[src/design/sdu_pkg.sv]
// Shared result type and byte codes for the system exclusive sample dump unpacker.
// No dependencies.
package sdu_pkg;

  localparam logic [7:0] BYTE_START   = 8'hF0;
  localparam logic [7:0] BYTE_END     = 8'hF7;
  localparam logic [7:0] BYTE_MAKER   = 8'h41;
  localparam logic [7:0] BYTE_MODEL   = 8'h10;
  localparam logic [7:0] BYTE_COMMAND = 8'h12;
  localparam logic [7:0] ADDR_RESCAN  = 8'h01;

  localparam int SAMPLE_W = 16;

  // One result from the parser toward the output register
  typedef struct packed {
    logic                valid;
    logic [SAMPLE_W-1:0] sample;
  } sdu_result_t;

endpackage

[src/design/sdu_parser.sv]
// Message parser: header match, address capture and sample pairing.
// Depends on sdu_pkg.
module sdu_parser (
  input  logic                clk,
  input  logic                rst_n,
  input  logic                accept,
  input  logic [7:0]          byte_in,
  output sdu_pkg::sdu_result_t result
);
  import sdu_pkg::*;

  typedef enum logic [1:0] {
    ST_IDLE,
    ST_HEADER,
    ST_ADDRESS,
    ST_DATA
  } state_t;

  state_t      state_r, state_nxt;
  logic [7:0]  hist0_r, hist1_r, hist2_r;
  logic [7:0]  hist0_nxt, hist1_nxt, hist2_nxt;
  logic [1:0]  addr_cnt_r, addr_cnt_nxt;
  logic [7:0]  first_addr_r, first_addr_nxt;
  logic        phase_r, phase_nxt;
  logic [7:0]  high_r, high_nxt;
  logic [11:0] sum;

  // (hi << 5) + (lo >> 2); only the low 12 bits survive the shift by four
  assign sum = {high_r[6:0], 5'b0} + {6'b0, byte_in[7:2]};

  always_comb begin
    state_nxt      = state_r;
    hist0_nxt      = hist0_r;
    hist1_nxt      = hist1_r;
    hist2_nxt      = hist2_r;
    addr_cnt_nxt   = addr_cnt_r;
    first_addr_nxt = first_addr_r;
    phase_nxt      = phase_r;
    high_nxt       = high_r;
    result.valid   = 1'b0;
    result.sample  = {sum, 4'b0};
    if (accept) begin
      unique case (state_r)
        ST_IDLE: begin
          if (byte_in == BYTE_START) begin
            hist0_nxt = '0;
            hist1_nxt = '0;
            hist2_nxt = '0;
            state_nxt = ST_HEADER;
          end
        end
        ST_HEADER: begin
          if (byte_in == BYTE_END) begin
            state_nxt = ST_IDLE;
          end else begin
            hist0_nxt = hist1_r;
            hist1_nxt = hist2_r;
            hist2_nxt = byte_in;
            if (hist0_r == BYTE_MAKER && hist2_r == BYTE_MODEL &&
                byte_in == BYTE_COMMAND) begin
              addr_cnt_nxt = '0;
              state_nxt    = ST_ADDRESS;
            end
          end
        end
        ST_ADDRESS: begin
          if (addr_cnt_r == 2'd0) begin
            first_addr_nxt = byte_in;
          end
          if (addr_cnt_r == 2'd2) begin
            addr_cnt_nxt = '0;
            // first address byte was captured two items ago
            if (first_addr_r == ADDR_RESCAN) begin
              state_nxt = ST_HEADER;
            end else begin
              phase_nxt = 1'b0;
              state_nxt = ST_DATA;
            end
          end else begin
            addr_cnt_nxt = addr_cnt_r + 2'd1;
          end
        end
        ST_DATA: begin
          if (byte_in == BYTE_END) begin
            phase_nxt = 1'b0;
            state_nxt = ST_IDLE;
          end else if (!phase_r) begin
            high_nxt  = byte_in;
            phase_nxt = 1'b1;
          end else begin
            phase_nxt    = 1'b0;
            result.valid = 1'b1;
          end
        end
        default: state_nxt = ST_IDLE;
      endcase
    end
  end

  always_ff @(posedge clk) begin
    if (!rst_n) begin
      state_r      <= ST_IDLE;
      hist0_r      <= '0;
      hist1_r      <= '0;
      hist2_r      <= '0;
      addr_cnt_r   <= '0;
      first_addr_r <= '0;
      phase_r      <= 1'b0;
      high_r       <= '0;
    end else begin
      state_r      <= state_nxt;
      hist0_r      <= hist0_nxt;
      hist1_r      <= hist1_nxt;
      hist2_r      <= hist2_nxt;
      addr_cnt_r   <= addr_cnt_nxt;
      first_addr_r <= first_addr_nxt;
      phase_r      <= phase_nxt;
      high_r       <= high_nxt;
    end
  end

endmodule

[src/design/sdu_out_reg.sv]
// Result register: holds one sample until the downstream side takes it.
// Depends on sdu_pkg.
module sdu_out_reg (
  input  logic                        clk,
  input  logic                        rst_n,
  input  sdu_pkg::sdu_result_t        result,
  output logic                        full,
  output logic                        out_valid,
  input  logic                        out_stall,
  output logic [sdu_pkg::SAMPLE_W-1:0] out_sample
);
  import sdu_pkg::*;

  logic                valid_r, valid_nxt;
  logic [SAMPLE_W-1:0] sample_r, sample_nxt;

  assign full       = valid_r && out_stall;
  assign out_valid  = valid_r;
  assign out_sample = sample_r;

  always_comb begin
    valid_nxt  = valid_r;
    sample_nxt = sample_r;
    if (!full) begin
      // register drains or is empty: load whatever the parser gives
      valid_nxt  = result.valid;
      sample_nxt = result.sample;
    end
  end

  always_ff @(posedge clk) begin
    if (!rst_n) begin
      valid_r <= 1'b0;
    end else begin
      valid_r <= valid_nxt;
    end
  end

  always_ff @(posedge clk) begin
    sample_r <= sample_nxt;
  end

endmodule

[src/design/sysex_sample_dump_unpacker.sv]
// Top level of the system exclusive sample dump unpacker.
// Depends on sdu_pkg, sdu_parser and sdu_out_reg.
//
// Takes one MIDI byte per item and emits one 16-bit sample for each
// (high, low) data byte pair of a sample data message. The parser state
// updates at acceptance and a sample lands in the result register on the
// same edge, so a byte can be accepted every cycle unless the input stalls.
// The input stalls only while the result register holds a sample that the
// downstream side is stalling; the sample for a low byte appears at the
// output in the cycle after that byte is accepted.
module sysex_sample_dump_unpacker (
  input  logic                         clk,
  input  logic                         rst_n,
  input  logic                         in_valid,
  output logic                         in_stall,
  input  logic [7:0]                   in_byte,
  output logic                         out_valid,
  input  logic                         out_stall,
  output logic [sdu_pkg::SAMPLE_W-1:0] out_sample
);
  import sdu_pkg::*;

  sdu_result_t result;
  logic        full;
  logic        in_accept;

  assign in_stall  = full;
  assign in_accept = in_valid && !in_stall;

  sdu_parser u_parser (
    .clk     (clk),
    .rst_n   (rst_n),
    .accept  (in_accept),
    .byte_in (in_byte),
    .result  (result)
  );

  sdu_out_reg u_out_reg (
    .clk        (clk),
    .rst_n      (rst_n),
    .result     (result),
    .full       (full),
    .out_valid  (out_valid),
    .out_stall  (out_stall),
    .out_sample (out_sample)
  );

  a_stall_only_when_held: assert property (@(posedge clk) disable iff (!rst_n)
    in_stall |-> (out_valid && out_stall))
    else $error("input stalled without a held sample");

  a_result_needs_accept: assert property (@(posedge clk) disable iff (!rst_n)
    result.valid |-> in_accept)
    else $error("sample produced without an accepted item");

  a_sample_loaded: assert property (@(posedge clk) disable iff (!rst_n)
    (result.valid && !full) |=> (out_valid && out_sample == $past(result.sample)))
    else $error("sample not loaded into result register");

endmodule

[config.mk]
export PLATFORM = sky130hd
export DESIGN_NAME = sysex_sample_dump_unpacker
export DESIGN_NICKNAME = d
export VERILOG_FILES = /design/src/design/sdu_pkg.sv /design/src/design/sdu_parser.sv /design/src/design/sdu_out_reg.sv /design/src/design/sysex_sample_dump_unpacker.sv
export SDC_FILE = /design/constraint.sdc
export NUM_CORES = 1
export LEC_CHECK = 0
export BUFFER_PORTS_ARGS = -buffer_cell sky130_fd_sc_hd__buf_2
export CAP_MARGIN = 5
export CORE_MARGIN = 1
export CORE_UTILIZATION = 57
export DETAILED_ROUTE_END_ITERATION = 16
export PLACE_DENSITY = 0.85
export REMOVE_ABC_BUFFERS = 1
export SYNTH_ARGS = -nofsm -noshare
export SYNTH_HDL_FRONTEND = slang
export SYNTH_HIERARCHICAL = 1
export SYNTH_SLANG_ARGS = --single-unit
[constraint.sdc]
create_clock -name clk -period 2.45 [get_ports clk]
set_input_delay 0.245 -clock clk [delete_from_list [all_inputs] [get_ports clk]]
set_output_delay 0.245 -clock clk [all_outputs]
set_load 0.005 [all_outputs]
After elaboration in Yosys (flattened, before gate mapping)
Cells that the tools add are included.
Widths: inputs -> output; s select.
- output and inout port bits: 18
- register bits after elaboration: 57
- $add $sub $neg: 2
- eq/ne operators: 17
- bitwise operators: 2
- mux-type cells: 27
- reductions and logical operators: 16
- operators with widths (kind ; count):
    $pmux 8 s2 ; 3
    $mux 8 ; 4
    $mux 2 ; 9
    $eq 8x5->1 const B ; 2
    $eq 8x8->1 const B ; 2
    $reduce_and 4->1 ; 4
    $add 12x6->12 ; 1
    $eq 8x1->1 const B ; 1
    $eq 8x7->1 const B ; 1
    $mux 1 ; 8
    $ne 2x1->1 const B ; 4
    $pmux 2 s4 ; 1
    $eq 2x2->1 const B ; 3
    $reduce_bool 2->1 ; 3
    $reduce_and 5->1 ; 1
    $logic_and 1x1->1 ; 4
    $logic_not 2->1 ; 2
    $ne 2x2->1 const B ; 2
    $pmux 2 s2 ; 1
    $ne 3x1->1 const B ; 1
    $reduce_and 3->1 ; 1
    $add 2x1->2 const B ; 1
    $eq 2x1->1 const B ; 1
    $not 1->1 ; 2
    2 further kinds ; 2

Longest topological paths before layout
Gate-level depths: netlist (run 1).
- depth in word-level cells: 6
- mapped depth: 8

By module
Netlist (run 1), hierarchy kept.
- modules (own cells, without submodules) (module ; cells each ; instances ; area each (um^2)):
    sdu_parser ; 187 ; 1 ; 2000.7
    sdu_out_reg ; 20 ; 1 ; 518.0
    sysex_sample_dump_unpacker ; 1 ; 1 ; 13.8

Least setup slack after synthesis (run 1)
OpenSTA, ideal clock, no wires.
- kind: reg2reg
- start point: register u_out_reg.valid_r, in the netlist u_out_reg/out_valid
- end point: register u_parser.addr_cnt_r[0]
- library setup time: 0.074 ns
- required time: 2.376 ns
- cell stages (with the launch flop): 9
- clock period less this slack: 1.824 ns
- path slack: 0.626 ns
- data arrival time: 1.749 ns
- cell sequence: dfxtp_1 nand2_2 inv_2 nor2b_4 nand3b_1 or3_1 buf_2 a21bo_1 a31oi_1
- cells in the longest elaborated chain, start to end: 4
- RTL lines (element ; line ; source):
    from (decl) ; sdu_out_reg.sv:14 ; logic valid_r, valid_nxt;
    from (signal assigned) ; sdu_out_reg.sv:35 ; valid_r <= valid_nxt;
    $logic_and 1x1->1 ; sdu_out_reg.sv:17 ; assign full = valid_r && out_stall;
    named net in_stall ; sysex_sample_dump_unpacker.sv:15 ; output logic in_stall,
    $logic_not 1->1 ; -- ;
    $logic_and 1x1->1 ; sysex_sample_dump_unpacker.sv:28 ; assign in_accept = in_valid && !in_stall;
    named net in_accept ; sysex_sample_dump_unpacker.sv:25 ; logic in_accept;
    $reduce_and 4->1 (no line) ; -- ;
    to (signal assigned) ; sdu_parser.sv:115 ; addr_cnt_r <= addr_cnt_nxt;
    to (decl) ; sdu_parser.sv:22 ; logic [1:0] addr_cnt_r, addr_cnt_nxt;
The timed path passes the listed nets, and every way through them passes these cells.
A chain may end at the register's enable or synchronous reset.

Final worst setup path (run 1)
- start point: register u_parser.state_r[0]
- end point: register u_parser.hist1_r[6]
- cells in the longest elaborated chain, start to end: 3
- RTL lines (element ; line ; source):
    from (decl) ; sdu_parser.sv:19 ; state_t state_r, state_nxt;
    from (signal assigned) ; sdu_parser.sv:111 ; state_r <= state_nxt;
    $eq 2x1->1 or $logic_not 2->1 (tied branches) ; sdu_parser.sv:43 ; unique case (state_r)
    $ne 2x2->1 (no line) (tied with other cells) ; -- ;
    $reduce_and 4->1 (no line) ; -- ;
    to (signal assigned) ; sdu_parser.sv:113 ; hist1_r <= hist1_nxt;
    to (decl) ; sdu_parser.sv:20 ; logic [7:0] hist0_r, hist1_r, hist2_r;
Several ways; a longest one is shown, not always the timed one.

==> summary.md, run 1 <==
| Metric | Value |
|---|---|
| Outcome | completed |
| Vias | 1,743 |
| Crit end category | flop |
| # Max-Cap Violations | 0 |
| GRT Total Usage | 23.3% |
| Area delta synth->final | 12.7% |
| Clock skew | 0.00682 ns |
| I/O Buffers | 29 |
| Ys flop type | dfxtp_1 |
| Post-route DRC | 0 |
| Max Slew Vio Count | 0 |
| Asr flop ratio synth | 0% |
| Clock Sinks | 61 |
| Worst-path clk slew | 0.06 ns |
| Mux cell area share after synthesis | 5.53% |
| Core region area | 0.00414 mm2 |
| Number of CTS-inserted buffers | 9 |
| Worst path slowest cell | and3_1 |
| Hold/Removal Path Class | input pin to flop |
| Pwr per Cell Area | 757 mW/mm2 |
| Row Count | 23 |
| Min Hold Slack | 0.198 ns |
| LEAKAGE | 1.20 nW |
| Worst-path cell chain | o21a_1, and3_1, a32o_1 |
| Grt total ovfl | 0 |
| Final setup fails | 0 |
| Design area | 0.00286 mm2 |
| Via-per-instance ratio | 6.09 |
| EDFF count, synth | 16 |
| DP HPWL | 2990 um |
| Hold Fails Final Rpt | 0 |
| Post-CTS Setup Bufs | 0 |
| Worst EP arrival | 2.21 ns |
| Worst slew margin | 34.5% |
| Leading area contributor after synthesis | dfxtp_1 |
| CTS Root Cell | clkbuf_8 |
| CP peak stage delay | 0.79 ns |
| Path type of the worst setup path | flop to flop |
| # diodes | 0 |
| Post-layout net count | 245 |
| Starting Density | 61.1% |
| Max VDD drop | 0.622 mV |
| Post-cts resize count | 0 |
| Initial antenna violation count | 0 |
| Synth top area cells | dfxtp_1 36%, edfxtp_1 19%, a32o_1 9.5%, mux2i_1 5.5%, nor2b_1 3.7% |
| Synth Area in Compound Gates | 15.8% |
| CP Launch Type | flop |
| Synth Instances | 208 |
| FMAX | 0.516 GHz |
| Setup TNS Final | 0 ns |
| Final WL | 4750 um |
| Synth Area in XOR/XNOR | 1.73% |
| Full die area | 0.00471 mm2 |
| Yosys warns | 6 |
| Simple-gate area share of the yosys netlist | 15.2% |
| Vias in the first global route | 1,578 |
| Avg Cell Area, Syn | 12.2 um2 |
| Measured slew at the worst slew-check pin | 0.982 ns |
| Share of the synthesized area in the top cell type | 35.6% |
| Total I/O pin count | 30 |
| Placed Area | 0.00262 mm2 |
| Number of fill cells in the layout | 317 |
| Crit Path Max Fanout | 24 |
| Max clock buf depth | 2 |
| Syn Std Cell Area | 0.00253 mm2 |
| Routed len/inst | 16.6 um |
| Largest family of logic cells by synthesized area | compound AO/OA/AOI/OAI gates |
| Seq cells post-synth | 61 |
| Post-synthesis sequential area ratio | 54.5% |
| Adder-cell share of the synthesized area | 0.988% |
| CP Data Required Time | 2.72 ns |
| Cts hold-fix bufs | 0 |
| Share of layout cells above drive strength 1 | 22.9% |
| Clock period minus worst slack | 1.94 ns |
| Post-synth cell types | 53 |
| Crit share post-route | 79.2% |
| Initial drt markers | 99 |
| CTS tree | done |
| Die H | 68.7 um |
| Gp weighted congestion | 0.827 |
| RSZ-0062 raised after global routing | false |
| Largest net degree at the start of global routing | 47 |
| H-tree levels | 3 |
| Clock latency on the worst-skew pair | 0.33 ns |
| First-pass GRT wire length | 7660 um |
| Synth top cells by count | 45 x dfxtp_1, 24 x a32o_1, 16 x edfxtp_1 |
| TritonRoute pass-1 iters | 4 |
| Die X-Extent | 68.7 um |
| Final ANT Viol Nets | 0 |
| Most common cell in the netlist | dfxtp_1 |
## cells by family (layout without fill, tap and decap cells)
| group | count (synthesis) | in the layout |
|---|---|---|
| xor gates and xnor gates | 5 | 5 |
| muxes | 14 | 14 |
| buffers and inverters | 25 | 50 |
| adders and majority gates | 2 | 2 |
| AOI/OAI and AO/OA | 45 | 45 |
| DFF | 61 | 61 |
| and+or+nand+nor | 55 | 55 |
| other | 1 | 4 |
## per-stage QoR
step | instances | total power [mW] | util (%) | setup WS [ns]
after floorplan | 189 | 1.10 | - | 0.568
after global placement | 270 | 1.14 | 63.3 | 0.447
after detailed placement | 270 | 1.14 | 63.3 | 0.360
after CTS | 286 | 2.18 | 68.9 | 0.566
after global routing | 286 | 2.23 | 68.9 | 0.398
final | 286 | 2.16 | 68.9 | 0.511
## sequential cells by signal, indices dropped and copies added (netlist names)
signal / count
u_parser/high_r: 7
u_parser/hist1_r: 8
u_parser/state_r: 2
u_parser/addr_cnt_r: 2
u_parser/hist0_r: 8
u_parser/hist2_r: 8
u_out_reg/out_valid: 1
u_out_reg/out_sample: 16
u_parser/first_addr_r: 8
u_parser/phase_r: 1
## worst paths after layout
path / startpoint / endpoint / slack, ns / cells after the start
setup / recovery: u_parser/state_r[0] / u_parser/hist1_r[6] / 0.51 / 3
hold / removal: in_byte[2] / u_out_reg/out_sample[4] / 0.20 / 1
setup reg to reg: u_parser/state_r[0] / u_parser/hist1_r[6] / 0.51 / 3
hold reg to reg: u_parser/hist1_r[4] / u_parser/hist0_r[4] / 0.47 / 1
## routing by layer
| metal | up-vias | track usage, % | share of wire (%) |
|---|---|---|---|
| li1 | 830 | - | - |
| met1 | 847 | 30.0 | 46 |
| met2 | 57 | 35.4 | 48 |
| met3 | 9 | 7.40 | 5.0 |
| met4 | 0 | 10.9 | 1.6 |
| met5 | - | 0 | 0 |
## cell type report
class,instances,area [um2],share of cell area (%)
timing repair buffer,31,160,5.61
clock buffer,11,131,4.60
clock inverter,5,100,3.51
tap,50,62.6,2.19
inverter,3,11.3,0.394
multi-input combinational,125,1010,35.3
sequential,61,1380,48.4
## placed cells by master, fill, tap and decap left out, drive strengths merged, types with 4 or more instances in the layout
cell type / Yosys / layout
conb: 1 / 4
nand2: 5 / 5
clkbuf: 6 / 11
edfxtp: 16 / 16
nor4b: 4 / 4
nand3: 5 / 5
nor2b: 16 / 16
mux2i: 14 / 14
dfxtp: 45 / 45
buf: 16 / 31
a32o: 24 / 24
## power by group
| part | switching (mW) | internal [mW] | total (mW) |
|---|---|---|---|
| combinational | 0.0460 | 0.0299 | 0.0759 |
| sequential | 0.00527 | 1.04 | 1.05 |
| clock | 0.364 | 0.673 | 1.04 |
| total | 0.416 | 1.74 | 2.16 |
## worst max-delay path: cells and delay by family (launching register included)
kind            cells  cell delay (ns)
simple gates        1             0.79
compound gates      2             0.51
flops               1             0.57
Power figures use the tool's default switching activity.
==> run 2, diff against run 1 <==
- CORE_UTILIZATION: 57 -> 52
- PLACE_DENSITY: 0.85 -> 0.82
- clock period: 2.45 -> 1.6 ns (I/O delays scaled with it)
==> summary.md, run 2 (synthesis results as in run 1) <==
| Metric | Value |
|---|---|
| CP Data Required Time | 1.82 ns (was 2.72 ns) |
| # Max-Cap Violations | 0 (unchanged) |
| Vias in the first global route | 1,582 (was 1,578) |
| RSZ-0062 raised after global routing | true (was false) |
| Path type of the worst setup path | flop to flop (unchanged) |
| H-tree levels | 3 (unchanged) |
| Final WL | 4670 um (was 4750 um) |
| Number of CTS-inserted buffers | 9 (unchanged) |
| Routed len/inst | 15.2 um (was 16.6 um) |
| Crit Path Max Fanout | 8 (was 24) |
| TritonRoute pass-1 iters | 4 (unchanged) |
| CTS Root Cell | clkbuf_8 (unchanged) |
| Clock period minus worst slack | 1.56 ns (was 1.94 ns) |
| Outcome | completed (unchanged) |
| First-pass GRT wire length | 7380 um (was 7660 um) |
| CP Launch Point | u_out_reg/out_valid (was u_parser/state_r[0]) |
| GRT Total Usage | 19.0% (was 23.3%) |
| Vias | 1,764 (was 1,743) |
| # diodes | 0 (unchanged) |
| Worst-path cell chain | nand2_2, inv_2, nor2b_4, nand3b_1, or3_4, buf_8, mux2i_1, nor2b_1 (was o21a_1, and3_1, a32o_1) |
| Final Util | 63.3% (was 68.9%) |
| Crit share post-route | 97.7% (was 79.2%) |
| Largest net degree at the start of global routing | 25 (was 47) |
| Measured slew at the worst slew-check pin | 0.539 ns (was 0.982 ns) |
| Worst EP arrival | 1.78 ns (was 2.21 ns) |
| Clock Sinks | 61 (unchanged) |
| Clock skew | 0.00371 ns (was 0.00682 ns) |
| Post-layout net count | 262 (was 245) |
| Total I/O pin count | 30 (unchanged) |
| DP HPWL | 3210 um (was 2990 um) |
| Gp weighted congestion | 0.792 (was 0.827) |
| Initial antenna violation count | 0 (unchanged) |
| CTS tree | done (unchanged) |
| Pwr per Cell Area | 982 mW/mm2 (was 757 mW/mm2) |
| CP Launch Type | flop (unchanged) |
| Max FFs per register | 16 (unchanged) |
| Crit end category | flop (unchanged) |
| Die X-Extent | 71.8 um (was 68.7 um) |
| I/O Buffers | 29 (unchanged) |
| Commonest non-fill, non-tap cell in the layout | dfxtp_1 (unchanged) |
| Grt total ovfl | 0 (unchanged) |
| Placed Area | 0.00276 mm2 (was 0.00262 mm2) |
| Core region area | 0.00469 mm2 (was 0.00414 mm2) |
| FMAX | 0.639 GHz (was 0.516 GHz) |
| Worst slew margin | 63.7% (was 34.5%) |
| Worst path slowest cell | or3_4 (was and3_1) |
| Starting Density | 54.0% (was 61.1%) |
| Via-per-instance ratio | 5.75 (was 6.09) |
| Worst reg2reg startpoint | u_out_reg/out_valid (was u_parser/state_r[0]) |
| Worst-path clk slew | 0.06 ns (about the same) |
| Max Slew Vio Count | 0 (unchanged) |
| HP Start | in_byte[5] (was in_byte[2]) |
| CP peak stage delay | 0.36 ns (was 0.79 ns) |
| Row Count | 25 (was 23) |
| Area delta synth->final | 17.3% (was 12.7%) |
| Share of layout cells above drive strength 1 | 28.5% (was 22.9%) |
| Max clock buf depth | 2 (unchanged) |
| Post-route DRC | 0 (unchanged) |
| Full die area | 0.00515 mm2 (was 0.00471 mm2) |
| Die H | 71.8 um (was 68.7 um) |
| LEAKAGE | 1.26 nW (was 1.20 nW) |
| Cts hold-fix bufs | 0 (unchanged) |
| Hold Fails Final Rpt | 0 (unchanged) |
| Design area | 0.00297 mm2 (was 0.00286 mm2) |
| Hold/Removal Path Class | input pin to flop (unchanged) |
| Min Hold Slack | 0.128 ns (was 0.198 ns) |
| Initial drt markers | 79 (was 99) |
| Setup TNS Final | 0 ns (unchanged) |
| Final setup fails | 0 (unchanged) |
| Final ANT Viol Nets | 0 (unchanged) |
| Clock latency on the worst-skew pair | 0.33 ns (about the same) |
| Max VDD drop | 0.928 mV (was 0.622 mV) |
| Commonest non-fill, non-tap cells in the layout | 44 x dfxtp_1, 29 x buf_2, 24 x a32o_1 (was 45 x dfxtp_1, 29 x buf_2, 24 x a32o_1) |
-- run 2: cell types whose count changed in the layout (fill, tap and decap cells not counted), sizes merged --
cell	previous run	this run
bufinv	3	0
buf	31	48
clkinv	2	1
clkbuf	11	15
-- run 2: what timing repair did --
item,in CTS,in global routing
gates resized for setup,1,4
setup buffers,0,3
cloned,0,0
endpoints found under the setup margin,2,10
-- run 2: where the power goes --
group	leakage (nW)	switching (mW)	internal [mW]
clock network	0.0877	0.529	0.647
registers	0.543	0.00623	1.60
logic	0.634	0.0777	0.0626
total	1.26	0.613	2.31
-- run 2: per-layer routing --
| layer | track usage (%) | vias to the layer above | wire length (um) |
|---|---|---|---|
| li1 | - | 865 | - |
| met1 | 24.0 | 848 | 2130 |
| met2 | 29.9 | 42 | 2260 |
| met3 | 4.78 | 9 | 178 |
| met4 | 10.5 | 0 | 101 |
| met5 | 0 | - | 0 |
-- run 2: worst paths after layout --
check	endpoint	slack [ns]	depth (start not counted)
worst min register to register	u_parser/hist0_r[1]	0.47	1
worst max-delay path	u_parser/first_addr_r[3]	0.04	8
worst max register to register	u_parser/first_addr_r[3]	0.04	8
worst min-delay path	u_out_reg/out_sample[7]	0.13	1
-- run 2: area by class of cell --
type                            instances  area, um2
Clock buffer                           15        166
Clock inverter                          1       5.00
Fill cell                             374       1720
Inverter                                3       11.3
Multi-Input combinational cell        125       1020
Sequential cell                        61       1380
Tap cell                               54       67.6
Timing Repair Buffer                   48        320
-- run 2: critical path: cells and delay by family (launching register included) --
| family | cells | cell delay (ns) |
|---|---|---|
| buf+inv | 2 | 0.21 |
| simple gates | 5 | 0.77 |
| flops | 1 | 0.32 |
| mux | 1 | 0.15 |
-- run 2: metrics by stage --
step | setup slack, ns | power [mW] | cells
5_1_grt | -0.0539 | 3.03 | 307
6_report | 0.0360 | 2.92 | 307
2_1_floorplan | -0.282 | 1.68 | 189
3_3_place_gp | 0.0249 | 1.77 | 288
4_1_cts | 0.00654 | 2.95 | 304
3_5_place_dp | 0.00638 | 1.77 | 288
==> run 3, diff against run 2 <==
- CORE_ASPECT_RATIO: default -> 0.7
==> summary.md, run 3 (synthesis results as in run 1) <==
| Metric | Value |
|---|---|
| Vias in the first global route | 1,633 (was 1,582) |
| Worst path slowest cell | or3_4 (unchanged) |
| Post-route DRC | 0 (unchanged) |
| GRT Total Usage | 21.4% (was 19.0%) |
| Fin cells | 311 (was 307) |
| Clock period minus worst slack | 1.59 ns (was 1.56 ns) |
| Commonest non-fill, non-tap cells in the layout | 44 x dfxtp_1, 29 x buf_2, 24 x a32o_1 (unchanged) |
| DP HPWL | 3370 um (was 3210 um) |
| Grt total ovfl | 0 (unchanged) |
| Placed Area | 0.00281 mm2 (was 0.00276 mm2) |
| Worst setup margin | 0.0109 ns (was 0.0360 ns) |
| Clock network power share | 39.5% (was 40.3%) |
| Sw Ratio | 22.4% (was 21.0%) |
| LEAKAGE | 1.28 nW (was 1.26 nW) |
| Full die area | 0.00516 mm2 (was 0.00515 mm2) |
| I/O Buffers | 29 (unchanged) |
| Via-per-instance ratio | 5.65 (was 5.75) |
| Final Util | 66.6% (was 63.3%) |
| Max Slew Vio Count | 0 (unchanged) |
| Crit share post-route | 99.3% (was 97.7%) |
| Min Hold Slack | 0.101 ns (was 0.128 ns) |
| CP peak stage delay | 0.38 ns (was 0.36 ns) |
| Die H | 60.4 um (was 71.8 um) |
| Int Power | 2.24 mW (was 2.31 mW) |
| Total I/O pin count | 30 (unchanged) |
| Placed cells | 294 (was 288) |
| Worst-path clk slew | 0.06 ns (about the same) |
| Initial antenna violation count | 0 (unchanged) |
| Max FFs per register | 16 (unchanged) |
| Clock latency on the worst-skew pair | 0.34 ns (was 0.33 ns) |
| CTS Root Cell | clkbuf_8 (unchanged) |
| Commonest non-fill, non-tap cell in the layout | dfxtp_1 (unchanged) |
| CP Data Required Time | 1.83 ns (was 1.82 ns) |
| Die X-Extent | 85.4 um (was 71.8 um) |
| Design area | 0.00300 mm2 (was 0.00297 mm2) |
| CP Launch Type | flop (unchanged) |
| TritonRoute pass-1 iters | 4 (unchanged) |
| # Max-Cap Violations | 0 (unchanged) |
| Hold/Removal Path Class | input pin to flop (unchanged) |
| Outcome | completed (unchanged) |
| Core region area | 0.00450 mm2 (was 0.00469 mm2) |
| Final ANT Viol Nets | 0 (unchanged) |
| Number of CTS-inserted buffers | 9 (unchanged) |
| Place WS | -0.0202 ns (was 0.00638 ns) |
| Starting Density | 56.2% (was 54.0%) |
| Largest net degree at the start of global routing | 31 (was 25) |
| Initial drt markers | 89 (was 79) |
| Path type of the worst setup path | flop to flop (unchanged) |
| Clock skew | 0.00893 ns (was 0.00371 ns) |
| Setup TNS Final | 0 ns (unchanged) |
| Area delta synth->final | 18.4% (was 17.3%) |
| H-tree levels | 3 (unchanged) |
| Pwr per Cell Area | 963 mW/mm2 (was 982 mW/mm2) |
| Final setup fails | 0 (unchanged) |
| RSZ-0062 raised after global routing | true (unchanged) |
| Max clock buf depth | 2 (unchanged) |
| Post-layout net count | 265 (was 262) |
| Max VDD drop | 0.804 mV (was 0.928 mV) |
| Worst-path cell chain | nand2_2, inv_2, nor2b_4, nand3b_1, or3_4, buf_6, mux2i_1, nor2b_1 (was nand2_2, inv_2, nor2b_4, nand3b_1, or3_4, buf_8, mux2i_1, nor2b_1) |
| First-pass GRT wire length | 8080 um (was 7380 um) |
| Final WL | 4860 um (was 4670 um) |
| Row Count | 20 (was 25) |
| FMAX | 0.629 GHz (was 0.639 GHz) |
| Routed len/inst | 15.6 um (was 15.2 um) |
| Power share of the sequential group | 55.5% (was 54.9%) |
| Cts hold-fix bufs | 0 (unchanged) |
| # diodes | 0 (unchanged) |
| Vias | 1,757 (was 1,764) |
| Tot Pwr | 2.89 mW (was 2.92 mW) |
| Comb pwr share | 5.0% (was 4.8%) |
| Crit Path Max Fanout | 5 (was 8) |
| Share of layout cells above drive strength 1 | 29.3% (was 28.5%) |
| Hold Fails Final Rpt | 0 (unchanged) |
| Clock Sinks | 61 (unchanged) |
| Gp weighted congestion | 0.847 (was 0.792) |
| CTS tree | done (unchanged) |
| Worst EP arrival | 1.82 ns (was 1.78 ns) |
| Net load switching power | 647 uW (was 613 uW) |
| Crit end category | flop (unchanged) |
-- run 3: path summary, 6_finish.rpt --
kind | end | from | depth (start not counted) | slack (ns)
worst max-delay path | u_parser/first_addr_r[4] | u_out_reg/out_valid | 8 | 0.01
worst min-delay path | u_out_reg/out_sample[5] | in_byte[3] | 1 | 0.10
worst max register to register | u_parser/first_addr_r[4] | u_out_reg/out_valid | 8 | 0.01
worst min register to register | u_parser/hist0_r[6] | u_parser/hist1_r[6] | 1 | 0.47
-- run 3: layout make-up --
type | instances | area [um2]
Fill cell | 341 | 1510
Clock buffer | 10 | 138
Clock inverter | 6 | 28.8
Multi-Input combinational cell | 125 | 1010
Sequential cell | 61 | 1380
Tap cell | 55 | 68.8
Timing Repair Buffer | 51 | 355
Inverter | 3 | 11.3
-- run 3: metal layers --
| metal | track usage (%) | part of all wire [%] | wire length (um) | up-vias |
|---|---|---|---|---|
| met5 | 0 | 0 | 0 | - |
| li1 | - | - | - | 870 |
| met4 | 9.52 | 0.99 | 48 | 0 |
| met2 | 30.3 | 42 | 2020 | 58 |
| met3 | 7.35 | 7.2 | 350 | 4 |
| met1 | 29.8 | 50 | 2450 | 825 |
-- run 3: critical path: cells and delay by family (launching register included) --
family	cells	cell delay [ns]
buffers and inverters	2	0.20
flip-flops	1	0.32
multiplexers	1	0.15
AND/OR/NAND/NOR	5	0.79
-- run 3: timing repair --
| action | CTS | global route |
|---|---|---|
| resized for setup | 1 | 3 |
| pin swaps | 0 | 1 |
| setup buffers | 0 | 1 |
| endpoints found under the setup margin | 6 | 9 |
-- run 3: power groups by stage --
stage          combinational (mW)  sequential [mW]  clock [mW]
6_report                    0.144             1.60        1.14
5_1_grt                     0.156             1.60        1.25
4_1_cts                     0.143             1.60        1.17
3_5_place_dp                0.141             1.64           0
3_3_place_gp                0.140             1.64           0
2_1_floorplan              0.0419             1.64           0
